--- src/rtl/sdspi_pkg.sv ---
// shared types and constants for the sd card spi init sequencer
`default_nettype none

package sdspi_pkg;

   // configuration port geometry
   localparam int CSR_ADDR_W = 3;
   localparam int CSR_DATA_W = 32;

   // register indexes (byte address bit 2)
   localparam logic [0:0] REG_RETRY_LIMIT  = 1'b0;
   localparam logic [0:0] REG_BLOCK_LENGTH = 1'b1;

   // register reset values
   localparam logic [7:0]  RETRY_LIMIT_RST  = 8'd100;
   localparam logic [11:0] BLOCK_LENGTH_RST = 12'd512;

   // sequencer phases
   typedef enum logic [2:0] {
      PH_IDLE   = 3'd0,
      PH_CMD0   = 3'd1,
      PH_CMD8   = 3'd2,
      PH_CMD55  = 3'd3,
      PH_ACMD41 = 3'd4,
      PH_CMD58  = 3'd5,
      PH_CMD16  = 3'd6,
      PH_DONE   = 3'd7
   } phase_type;

   // expected response format
   typedef enum logic [1:0] {
      KIND_R1 = 2'd0,
      KIND_R3 = 2'd1,
      KIND_R7 = 2'd2
   } kind_type;

   // command indexes
   localparam logic [5:0] CMD_GO_IDLE    = 6'd0;
   localparam logic [5:0] CMD_SEND_IF    = 6'd8;
   localparam logic [5:0] CMD_SET_BLKLEN = 6'd16;
   localparam logic [5:0] CMD_SEND_OP    = 6'd41;
   localparam logic [5:0] CMD_APP        = 6'd55;
   localparam logic [5:0] CMD_READ_OCR   = 6'd58;

   // frame constants
   localparam logic [7:0]  CRC_CMD0   = 8'h95;
   localparam logic [7:0]  CRC_CMD8   = 8'h87;
   localparam logic [7:0]  CRC_NONE   = 8'hFF;
   localparam logic [31:0] CMD8_ARG   = 32'h0000_01AA;
   localparam logic [31:0] ACMD41_HCS = 32'h4000_0000;

   // response bits
   localparam logic [7:0] R1_IDLE        = 8'h01;
   localparam logic [7:0] R1_READY       = 8'h00;
   localparam logic [7:0] R1_ILLEGAL_BIT = 8'h04;
   localparam logic [7:0] OCR_CCS_BIT    = 8'h40;

   // one input transaction
   typedef struct packed {
      logic       command;
      logic [7:0] response_byte;
      logic [7:0] ocr_top_byte;
   } item_type;

   // one result transaction
   typedef struct packed {
      logic        send_valid;
      logic [5:0]  cmd_index;
      logic [31:0] cmd_arg;
      logic [7:0]  cmd_crc;
      kind_type    response_kind;
      logic        finished;
      logic        success;
      logic        card_v2;
      logic        card_high_capacity;
   } result_type;

   // sequencer state
   typedef struct packed {
      phase_type  phase;
      logic [7:0] attempt_count;
      logic       is_version2;
      logic       is_block_addressed;
      logic       init_done_ok;
   } seq_state_type;

   // configuration seen by the sequencer
   typedef struct packed {
      logic [7:0]  retry_limit;
      logic [11:0] block_length;
   } cfg_type;

endpackage

`default_nettype wire

--- src/rtl/sdspi_csr.sv ---
// configuration registers behind the apb-style port
`default_nettype none

module sdspi_csr (
   input  wire logic                              clock,
   input  wire logic                              reset,
   input  wire logic                              csr_psel,
   input  wire logic                              csr_penable,
   input  wire logic                              csr_pwrite,
   input  wire logic [sdspi_pkg::CSR_ADDR_W-1:0]  csr_paddr,
   input  wire logic [sdspi_pkg::CSR_DATA_W-1:0]  csr_pwdata,
   output logic      [sdspi_pkg::CSR_DATA_W-1:0]  csr_prdata,
   output logic                                   csr_pready,
   output sdspi_pkg::cfg_type                     cfg
);

   logic [7:0]  retry_limit_ff, retry_limit_in;
   logic [11:0] block_length_ff, block_length_in;
   logic        wr_en;
   logic [0:0]  reg_sel;

   assign csr_pready = 1'b1;
   assign wr_en      = csr_psel & csr_penable & csr_pwrite;
   assign reg_sel    = csr_paddr[2];

   // register write
   always_comb begin
      retry_limit_in  = retry_limit_ff;
      block_length_in = block_length_ff;
      if (wr_en) begin
         case (reg_sel)
            sdspi_pkg::REG_RETRY_LIMIT:  retry_limit_in  = csr_pwdata[7:0];
            sdspi_pkg::REG_BLOCK_LENGTH: block_length_in = csr_pwdata[11:0];
            default: ;
         endcase
      end
   end

   always_ff @(posedge clock) begin
      if (reset) begin
         retry_limit_ff  <= sdspi_pkg::RETRY_LIMIT_RST;
         block_length_ff <= sdspi_pkg::BLOCK_LENGTH_RST;
      end else begin
         retry_limit_ff  <= retry_limit_in;
         block_length_ff <= block_length_in;
      end
   end

   // read mux
   always_comb begin
      case (reg_sel)
         sdspi_pkg::REG_RETRY_LIMIT:  csr_prdata = {24'd0, retry_limit_ff};
         sdspi_pkg::REG_BLOCK_LENGTH: csr_prdata = {20'd0, block_length_ff};
         default:                     csr_prdata = '0;
      endcase
   end

   assign cfg.retry_limit  = retry_limit_ff;
   assign cfg.block_length = block_length_ff;

endmodule

`default_nettype wire

--- src/rtl/sdspi_step.sv ---
// next state and command frame for one transaction
`default_nettype none

module sdspi_step (
   input  wire sdspi_pkg::seq_state_type cur,
   input  wire sdspi_pkg::item_type      item,
   input  wire sdspi_pkg::cfg_type       cfg,
   output sdspi_pkg::seq_state_type      nxt,
   output sdspi_pkg::result_type         res
);

   logic retries_left;

   assign retries_left = cur.attempt_count < cfg.retry_limit;

   always_comb begin
      nxt = cur;
      res = '0;
      if (!item.command) begin
         // start restarts the whole sequence
         nxt.attempt_count      = 8'd1;
         nxt.is_version2        = 1'b0;
         nxt.is_block_addressed = 1'b0;
         nxt.init_done_ok       = 1'b0;
         nxt.phase              = sdspi_pkg::PH_CMD0;
         res.send_valid         = 1'b1;
         res.cmd_index          = sdspi_pkg::CMD_GO_IDLE;
         res.cmd_crc            = sdspi_pkg::CRC_CMD0;
         res.response_kind      = sdspi_pkg::KIND_R1;
      end else begin
         case (cur.phase)
            sdspi_pkg::PH_CMD0: begin
               if (item.response_byte == sdspi_pkg::R1_IDLE) begin
                  nxt.phase         = sdspi_pkg::PH_CMD8;
                  res.send_valid    = 1'b1;
                  res.cmd_index     = sdspi_pkg::CMD_SEND_IF;
                  res.cmd_arg       = sdspi_pkg::CMD8_ARG;
                  res.cmd_crc       = sdspi_pkg::CRC_CMD8;
                  res.response_kind = sdspi_pkg::KIND_R7;
               end else if (retries_left) begin
                  nxt.attempt_count = cur.attempt_count + 8'd1;
                  res.send_valid    = 1'b1;
                  res.cmd_index     = sdspi_pkg::CMD_GO_IDLE;
                  res.cmd_crc       = sdspi_pkg::CRC_CMD0;
                  res.response_kind = sdspi_pkg::KIND_R1;
               end else begin
                  nxt.phase        = sdspi_pkg::PH_DONE;
                  nxt.init_done_ok = 1'b0;
               end
            end
            sdspi_pkg::PH_CMD8: begin
               // illegal-command bit set means a version 1 card
               nxt.is_version2 =
                  (item.response_byte & sdspi_pkg::R1_ILLEGAL_BIT) == 8'd0;
               nxt.attempt_count = 8'd1;
               nxt.phase         = sdspi_pkg::PH_CMD55;
               res.send_valid    = 1'b1;
               res.cmd_index     = sdspi_pkg::CMD_APP;
               res.cmd_crc       = sdspi_pkg::CRC_NONE;
               res.response_kind = sdspi_pkg::KIND_R1;
            end
            sdspi_pkg::PH_CMD55: begin
               nxt.phase         = sdspi_pkg::PH_ACMD41;
               res.send_valid    = 1'b1;
               res.cmd_index     = sdspi_pkg::CMD_SEND_OP;
               res.cmd_arg       = cur.is_version2 ? sdspi_pkg::ACMD41_HCS : 32'd0;
               res.cmd_crc       = sdspi_pkg::CRC_NONE;
               res.response_kind = sdspi_pkg::KIND_R1;
            end
            sdspi_pkg::PH_ACMD41: begin
               if (item.response_byte == sdspi_pkg::R1_READY) begin
                  nxt.phase         = sdspi_pkg::PH_CMD58;
                  res.send_valid    = 1'b1;
                  res.cmd_index     = sdspi_pkg::CMD_READ_OCR;
                  res.cmd_crc       = sdspi_pkg::CRC_NONE;
                  res.response_kind = sdspi_pkg::KIND_R3;
               end else if (retries_left) begin
                  nxt.attempt_count = cur.attempt_count + 8'd1;
                  nxt.phase         = sdspi_pkg::PH_CMD55;
                  res.send_valid    = 1'b1;
                  res.cmd_index     = sdspi_pkg::CMD_APP;
                  res.cmd_crc       = sdspi_pkg::CRC_NONE;
                  res.response_kind = sdspi_pkg::KIND_R1;
               end else begin
                  nxt.phase        = sdspi_pkg::PH_DONE;
                  nxt.init_done_ok = 1'b0;
               end
            end
            sdspi_pkg::PH_CMD58: begin
               nxt.is_block_addressed =
                  (item.ocr_top_byte & sdspi_pkg::OCR_CCS_BIT) != 8'd0;
               if (nxt.is_block_addressed) begin
                  nxt.phase        = sdspi_pkg::PH_DONE;
                  nxt.init_done_ok = 1'b1;
               end else begin
                  nxt.phase         = sdspi_pkg::PH_CMD16;
                  res.send_valid    = 1'b1;
                  res.cmd_index     = sdspi_pkg::CMD_SET_BLKLEN;
                  res.cmd_arg       = {20'd0, cfg.block_length};
                  res.cmd_crc       = sdspi_pkg::CRC_NONE;
                  res.response_kind = sdspi_pkg::KIND_R1;
               end
            end
            sdspi_pkg::PH_CMD16: begin
               nxt.phase        = sdspi_pkg::PH_DONE;
               nxt.init_done_ok = item.response_byte == sdspi_pkg::R1_READY;
            end
            default: ;
         endcase
      end

      // status after this transaction
      res.finished           = nxt.phase == sdspi_pkg::PH_DONE;
      res.success            = res.finished & nxt.init_done_ok;
      res.card_v2            = nxt.is_version2;
      res.card_high_capacity = nxt.is_block_addressed;
   end

endmodule

`default_nettype wire

--- src/rtl/sd_spi_init_sequencer.sv ---
// top level of the sd card spi init sequencer
// a transaction goes through the input register, then the result register
// throughput: one transaction per cycle while rsp_stall is low, set by
//   the single step of logic between the input and result registers
// reset: synchronous, clears the phase to idle, the card flags and both
//   pipeline valids; retry limit returns to 100 and block length to 512
`default_nettype none

module sd_spi_init_sequencer (
   input  wire logic                              clock,
   input  wire logic                              reset,
   // request channel
   input  wire logic                              req_valid,
   output logic                                   req_stall,
   input  wire logic                              req_command,
   input  wire logic [7:0]                        req_response_byte,
   input  wire logic [7:0]                        req_ocr_top_byte,
   // response channel
   output logic                                   rsp_valid,
   input  wire logic                              rsp_stall,
   output logic                                   rsp_send_valid,
   output logic      [5:0]                        rsp_cmd_index,
   output logic      [31:0]                       rsp_cmd_arg,
   output logic      [7:0]                        rsp_cmd_crc,
   output logic      [1:0]                        rsp_response_kind,
   output logic                                   rsp_finished,
   output logic                                   rsp_success,
   output logic                                   rsp_card_v2,
   output logic                                   rsp_card_high_capacity,
   // configuration port
   input  wire logic                              csr_psel,
   input  wire logic                              csr_penable,
   input  wire logic                              csr_pwrite,
   input  wire logic [sdspi_pkg::CSR_ADDR_W-1:0]  csr_paddr,
   input  wire logic [sdspi_pkg::CSR_DATA_W-1:0]  csr_pwdata,
   output logic      [sdspi_pkg::CSR_DATA_W-1:0]  csr_prdata,
   output logic                                   csr_pready
);

   sdspi_pkg::cfg_type       cfg;
   sdspi_pkg::seq_state_type state_ff, state_in;
   sdspi_pkg::item_type      item_ff, item_in;
   sdspi_pkg::result_type    result_ff, result_in, step_res;
   logic                     in_valid_ff, in_valid_in;
   logic                     out_valid_ff, out_valid_in;
   logic                     accept;
   logic                     advance;

   sdspi_csr u_csr (
      .clock       (clock),
      .reset       (reset),
      .csr_psel    (csr_psel),
      .csr_penable (csr_penable),
      .csr_pwrite  (csr_pwrite),
      .csr_paddr   (csr_paddr),
      .csr_pwdata  (csr_pwdata),
      .csr_prdata  (csr_prdata),
      .csr_pready  (csr_pready),
      .cfg         (cfg)
   );

   sdspi_step u_step (
      .cur  (state_ff),
      .item (item_ff),
      .cfg  (cfg),
      .nxt  (state_in),
      .res  (step_res)
   );

   // handshake between input register and result register
   assign advance   = in_valid_ff & (~out_valid_ff | ~rsp_stall);
   assign req_stall = in_valid_ff & ~advance;
   assign accept    = req_valid & ~req_stall;

   always_comb begin
      item_in.command       = req_command;
      item_in.response_byte = req_response_byte;
      item_in.ocr_top_byte  = req_ocr_top_byte;

      if (accept)       in_valid_in = 1'b1;
      else if (advance) in_valid_in = 1'b0;
      else              in_valid_in = in_valid_ff;

      if (advance)        out_valid_in = 1'b1;
      else if (rsp_stall) out_valid_in = out_valid_ff;
      else                out_valid_in = 1'b0;

      result_in = advance ? step_res : result_ff;
   end

   // control registers
   always_ff @(posedge clock) begin
      if (reset) begin
         in_valid_ff              <= 1'b0;
         out_valid_ff             <= 1'b0;
         state_ff.phase           <= sdspi_pkg::PH_IDLE;
         state_ff.attempt_count   <= 8'd0;
         state_ff.is_version2     <= 1'b0;
         state_ff.is_block_addressed <= 1'b0;
         state_ff.init_done_ok    <= 1'b0;
      end else begin
         in_valid_ff  <= in_valid_in;
         out_valid_ff <= out_valid_in;
         if (advance) begin
            state_ff <= state_in;
         end
      end
   end

   // payload registers
   always_ff @(posedge clock) begin
      if (accept) begin
         item_ff <= item_in;
      end
      result_ff <= result_in;
   end

   assign rsp_valid              = out_valid_ff;
   assign rsp_send_valid         = result_ff.send_valid;
   assign rsp_cmd_index          = result_ff.cmd_index;
   assign rsp_cmd_arg            = result_ff.cmd_arg;
   assign rsp_cmd_crc            = result_ff.cmd_crc;
   assign rsp_response_kind      = result_ff.response_kind;
   assign rsp_finished           = result_ff.finished;
   assign rsp_success            = result_ff.success;
   assign rsp_card_v2            = result_ff.card_v2;
   assign rsp_card_high_capacity = result_ff.card_high_capacity;

   // every step taken lands in the result register
   a_advance_fills: assert property (@(posedge clock) disable iff (reset)
      advance |=> out_valid_ff)
      else $error("step result not registered");

   // a held item is not dropped while the result side is stalled
   a_item_kept: assert property (@(posedge clock) disable iff (reset)
      (in_valid_ff && out_valid_ff && rsp_stall) |=> in_valid_ff)
      else $error("pending transaction lost");

   // success only reported with an ended sequence
   a_success_done: assert property (@(posedge clock) disable iff (reset)
      out_valid_ff |-> (!rsp_success || rsp_finished))
      else $error("success without finished");

   // no frame means zero frame fields
   a_no_frame_zero: assert property (@(posedge clock) disable iff (reset)
      (out_valid_ff && !rsp_send_valid) |->
         (rsp_cmd_index == 6'd0 && rsp_cmd_arg == 32'd0 &&
          rsp_cmd_crc == 8'd0 && rsp_response_kind == 2'd0))
      else $error("frame fields set without a frame");

endmodule

`default_nettype wire

--- config.mk ---
export PLATFORM = sky130hd
export DESIGN_NAME = sd_spi_init_sequencer
export DESIGN_NICKNAME = d
export VERILOG_FILES = /design/src/rtl/sdspi_pkg.sv /design/src/rtl/sdspi_csr.sv /design/src/rtl/sdspi_step.sv /design/src/rtl/sd_spi_init_sequencer.sv
export SDC_FILE = /design/constraint.sdc
export NUM_CORES = 1
export LEC_CHECK = 0
export BUFFER_PORTS_ARGS = -buffer_cell sky130_fd_sc_hd__buf_2
export CAP_MARGIN = 20
export CORE_MARGIN = 1
export CORE_UTILIZATION = 50
export CTS_CLUSTER_DIAMETER = 100
export DETAILED_ROUTE_END_ITERATION = 8
export PLACE_DENSITY = 0.77
export REMOVE_ABC_BUFFERS = 1
export SETUP_SLACK_MARGIN = 0.2
export SYNTH_ARGS = -nofsm -noshare
export SYNTH_HDL_FRONTEND = slang
export SYNTH_HIERARCHICAL = 1
export SYNTH_SLANG_ARGS = --single-unit
export TNS_END_PERCENT = 20
--- constraint.sdc ---
create_clock -name clock -period 2.9 [get_ports clock]
set_input_delay 0.58 -clock clock [delete_from_list [all_inputs] [get_ports clock]]
set_output_delay 0.58 -clock clock [all_outputs]
set_load 0.01 [all_outputs]
==> out/qor.txt, run 1 <==
Status: finished clean
N_diodes: 0
First-pass GRT wire length: 14,800 um
Arrival @ worst endpoint: 2.76 ns
Ports: 147
CTS tree: built
Setup TNS: 0 ns
CP startpoint kind: flop
Area delta synth->final: 11.4%
Layout Nets: 622
Initial antenna violation count: 0
Slew headroom: 0.440
Row cnt: 36
Final core area utilization: 0.581
Clock slew at reported path FFs: 0.10 ns
Max Cap Viol: 0
Final Cell Area: 5730 um2
Worst-skew pair later-pin latency: 0.36 ns
Drt first pass iters: 4
Crit path cell chain: inv_1, ha_1, a2111oi_4, o31ai_4, or4_1, o211ai_1, nand2b_1, mux2i_1
Most common cell after layout, fill and taps aside: buf_2
Pins Over Slew Limit: 0
Final Routed Wirelength: 9610 um
Max Fanout on Critical Path: 17
VDD IR max: 0.000244 V
Critical Path RT: 3.19 ns
Peak Freq: 405 MHz
RSZ-0062 raised after global routing: no
Final worst setup slack: 0.429 ns
DP Area: 5510 um2
Hold Path Class: in -> reg
Clk_skew: 0.0101 ns
Leakage: 0.00230 uW
Initial Utilization: 0.521
Reg2Reg Depth: 8
Wirelength per Cell: 13.9 um
Hold Path Sink: item_ff[15]
# setup viols final: 0
Worst reg2reg path endpoint: state_ff[6]
Die area: 10,700 um2
Fill count: 847
Most frequent cells in the layout: buf_2, edfxtp_1, nand2b_1
Die Y: 103 um
Drt initial violations: 237
Pwr Total: 2720 uW
Global Route Usage Sum: 0.183
Vias in the first global route: 3,204
# H-tree levels: 3
Syn_area_per_cell: 10.9 um2
Critical Path Sink Type: flop
Worst r2r src: u_csr/retry_limit_ff[1]
Minimum setup slack among reg-to-reg paths: 0.43 ns
Core area: 9860 um2
Slowest stage delay, CP: 0.56 ns
WS Path Type: reg -> reg
Multi-input gate area: 2140 um2
Hold wc startpoint: req_response_byte[7]
Fin crit period: 2.47 ns
Synth Instances: 473
Setup WS pre-CTS: 0.210 ns
GPL Wtd Cong: 0.880
Via count: 3,590
Worst hold path depth: 1
Worst Tran Pin Value: 0.841 ns
Global route total overflow: 0
Hold Vio Cnt, Final: 0
Post-route antenna net violation count: 0
DRC: 0
Register area: 2610 um2
Clock Path Buffers: 2
CTS Sinks: 99
Pwr dens: 475 nW/um2
Layout cell share with drive strength beyond 1: 0.241
Crit-path slowest cell: or4_1
TritonCTS buffer count: 9
Largest net degree at the start of global routing: 68
Port bufs: 96
Root Driver: clkbuf_8
Chip width: 103 um
Tcrit/Tclk final: 0.852
YS warnings: 6
Synth Cell Area: 5140 um2
Hold buffers post-CTS: 0
Via/cell ratio: 5.18
HPWL Detailed: 6740 um
-- final cells by class --
| cell class | instances | area share |
|---|---|---|
| flip-flops and latches | 99 | 0.456 |
| multi-input cells | 326 | 0.373 |
| well taps | 133 | 0.0291 |
| repair buffers | 102 | 0.0939 |
| clock inverters | 6 | 0.0122 |
| clock buffers | 10 | 0.0240 |
| inverters | 17 | 0.0111 |
-- stage by stage --
step                      hold WS (ns)  cells
after global routing             0.364    693
after CTS                        0.379    693
after floorplan                  0.448    442
after global placement           0.461    677
after detailed placement         0.479    677
final                            0.395    693
-- critical path: cells and delay by family (launching register included) --
| family | cells | cell delay, ns |
|---|---|---|
| adder cells (fa/ha/maj) | 1 | 0.33 |
| AND/OR/NAND/NOR | 2 | 0.64 |
| flip-flops | 1 | 0.38 |
| buffers and inverters | 1 | 0.06 |
| AO/OA/AOI/OAI | 3 | 0.87 |
| multiplexers | 1 | 0.12 |
-- how the worst max path moves through the flow --
stage	to	start	depth (start not counted)	slack (ns)
after floorplan	rsp_card_high_capacity	rsp_stall	1	0.66
after global placement	rsp_cmd_crc[5]	state_ff[5]	6	0.32
after detailed placement	rsp_cmd_crc[3]	u_csr/retry_limit_ff[7]	6	0.21
after CTS	state_ff[6]	u_csr/retry_limit_ff[1]	8	0.42
after global routing	state_ff[8]	u_csr/retry_limit_ff[1]	8	0.30
final	state_ff[6]	u_csr/retry_limit_ff[1]	8	0.43
-- registers in the layout, indices dropped and copies added, names as in the netlist --
| signal | flops |
|---|---|
| in_valid_ff | 1 |
| item_ff | 10 |
| rsp_card_high_capacity | 1 |
| rsp_card_v2 | 1 |
| rsp_cmd_arg | 32 |
| rsp_cmd_crc | 8 |
| rsp_cmd_index | 6 |
| rsp_finished | 1 |
| rsp_response_kind | 2 |
| rsp_send_valid | 1 |
| rsp_success | 1 |
| rsp_valid | 1 |
| state_ff | 14 |
| u_csr/block_length_ff | 12 |
| u_csr/retry_limit_ff | 8 |
-- power breakdown --
group	switching [uW]	leakage (uW)	internal, uW
Sequential	27.2	0.000902	1550
Combinational	140	0.00129	95.3
Clock	484	0.000104	431
Total	651	0.00230	2070
-- routing by layer --
layer / track usage / vias to the layer above / wire [um]
li1: - / 1758 / -
met1: 0.228 / 1673 / 4230
met2: 0.305 / 144 / 4580
met3: 0.0397 / 15 / 624
met4: 0.0813 / 0 / 175
met5: 0 / - / 0
-- what timing repair did --
item,4_1_cts,5_1_grt
buffers inserted,0,0
endpoints found under the setup margin,3,0
resized for setup,1,0
endpoints found under the hold margin,0,0
Note: power is estimated with default switching activity, not from simulation.
==> run 2, diff against run 1 <==
--- a/config.mk
+++ b/config.mk
@@ -7,6 +7,7 @@
 export LEC_CHECK = 0
 export BUFFER_PORTS_ARGS = -buffer_cell sky130_fd_sc_hd__buf_2
 export CAP_MARGIN = 20
+export CORE_ASPECT_RATIO = 0.75
 export CORE_MARGIN = 1
 export CORE_UTILIZATION = 50
 export CTS_CLUSTER_DIAMETER = 100
==> constraint.sdc (replaced) <==
create_clock -name clock -period 2.9 [get_ports clock]
set_input_delay 0.58 -clock clock [delete_from_list [all_inputs] [get_ports clock]]
set_output_delay 0.58 -clock clock [all_outputs]
set_load 0.1 [all_outputs]
==> run 2 against run 1 <==
  * Register-to-register slack got worse by 0.10 ns
  * Clock skew rose by 0.0013 ns
  * Worst hold slack improved by 0.020 ns
  * Wire length grew 7.1%
  * Critical path type unchanged
==> out/qor.txt, run 2 (synthesized netlist as in run 1, its figures left out) <==
Status: finished clean
Switching share of total power: 0.314
Pwr Total: 3300 uW
Pins Over Slew Limit: 0
Sequential share of power: 0.477
Slowest stage delay, CP: 0.53 ns
Port bufs: 96
Most frequent cells in the layout: buf_2, edfxtp_1, nand2b_1
Crit path cell chain: ha_1, a2111oi_4, o31ai_4, buf_4, or4_1, o211ai_1, nand2b_1, mux2i_1
CP startpoint kind: flop
Die Y: 89.8 um
Wirelength per Cell: 14.7 um
Tcrit/Tclk final: 0.887
Final worst setup slack: 0.328 ns
Global route total overflow: 0
Hold Path Class: in -> reg
Register area: 2610 um2
Root Driver: clkbuf_16
Max Fanout on Critical Path: 11
Fin crit period: 2.57 ns
Met2 usage: 0.292
VDD IR max: 0.000348 V
Largest net degree at the start of global routing: 66
Met3 Usage GRT: 0.0552
Chip width: 119 um
Critical Path RT: 3.18 ns
Setup TNS: 0 ns
Psw: 1040 uW
GPL Wtd Cong: 0.873
Hold Vio Cnt, Final: 0
Layout cell share with drive strength beyond 1: 0.252
P_int: 2270 uW
DP Area: 5540 um2
RSZ-0062 raised after global routing: no
Max Cap Viol: 0
Clock Path Buffers: 2
N_diodes: 0
# H-tree levels: 3
Final Cell Area: 5870 um2
HPWL Detailed: 7240 um
Pwr dens: 562 nW/um2
Via/cell ratio: 5.24
Global Route Usage Sum: 0.196
Row cnt: 31
Critical Path Sink Type: flop
Area delta synth->final: 14.2%
Slew headroom: 0.419
Drt first pass iters: 5
Vias in the first global route: 3,297
Via count: 3,671
Layout Nets: 630
Multi-input gate area: 2140 um2
Worst-skew pair later-pin latency: 0.34 ns
Initial Utilization: 0.524
WS Path Type: reg -> reg
Crit-path slowest cell: or4_1
Combinational fraction of design power: 0.176
Clk pwr share: 0.347
Hold_ws: 0.415 ns
Ports: 147
Hold buffers post-CTS: 0
Core area: 9810 um2
Worst Tran Pin Value: 0.872 ns
Arrival @ worst endpoint: 2.85 ns
Drt initial violations: 342
CTS tree: built
Peak Freq: 389 MHz
Clock slew at reported path FFs: 0.07 ns
Setup WS pre-CTS: 0.133 ns
Number of flip-flops in the largest register: 32
# setup viols final: 0
Most common cell after layout, fill and taps aside: buf_2
CTS Sinks: 99
DRC: 0
First-pass GRT wire length: 16,600 um
Die area: 10,700 um2
Top Usage Layer GRT: met2
Final Routed Wirelength: 10,300 um
TritonCTS buffer count: 9
Clk_skew: 0.0114 ns
Met1 Use GR: 0.275
Minimum setup slack among reg-to-reg paths: 0.33 ns
Fill count: 813
Post-route antenna net violation count: 0
Leakage: 0.00238 uW
Initial antenna violation count: 0
## run 2: changes by cell type in the layout (fill, tap and decap cells not counted)
cell,delta
bufinv_16,-1
clkbuf_8,-9
clkbuf_16,+9
inv_8,+1
clkinv_4,+1
buf_4,+8
inv_4,-1
## run 2: final timing paths
kind                                          startpoint                  endpoint  depth (start not counted)
worst min register to register  u_csr/block_length_ff[6]  u_csr/block_length_ff[6]                          2
worst min-delay path                req_response_byte[7]               item_ff[15]                          1
worst max-delay path                         state_ff[4]               state_ff[8]                          8
worst max register to register               state_ff[4]               state_ff[8]                          8
## run 2: power by group through the flow
stage	Clock, uW	Sequential, uW	Combinational, uW
global placement	0	1600	572
floorplan	0	1810	268
finish	1150	1580	581
CTS	1180	1570	579
global route	1250	1580	601
detailed placement	0	1610	578
## run 2: final cells by class
class / instances / area share
sequential: 99 / 0.445
multi-input combinational: 326 / 0.364
timing repair buffer: 110 / 0.102
clock buffer: 10 / 0.0407
tap: 132 / 0.0281
inverter: 17 / 0.0109
clock inverter: 6 / 0.00916
## run 2: what timing repair did
item	CTS	global route
pin swaps	0	1
gates resized for setup	1	0
setup endpoints to repair	1	1
setup buffers	0	4
## run 2: metal layers
| metal | wire length, um | up-vias | part of all wire |
|---|---|---|---|
| met5 | 0 | - | 0 |
| met4 | 140 | 0 | 0.014 |
| met3 | 787 | 17 | 0.076 |
| met2 | 4510 | 173 | 0.44 |
| met1 | 4850 | 1700 | 0.47 |
| li1 | - | 1781 | - |
## run 2: critical path, delay by kind of cell (launching register included)
kind	cells	cell delay, ns
adder cells (fa/ha/maj)	1	0.30
AND/OR/NAND/NOR	2	0.60
buffers and inverters	1	0.20
AO/OA/AOI/OAI	3	0.84
multiplexers	1	0.12
flip-flops	1	0.44
## run 2: through the flow
step | cells | util
floorplan | 442 | -
global placement | 680 | 0.564
detailed placement | 680 | 0.564
CTS | 696 | 0.595
global route | 700 | 0.598
finish | 700 | 0.598
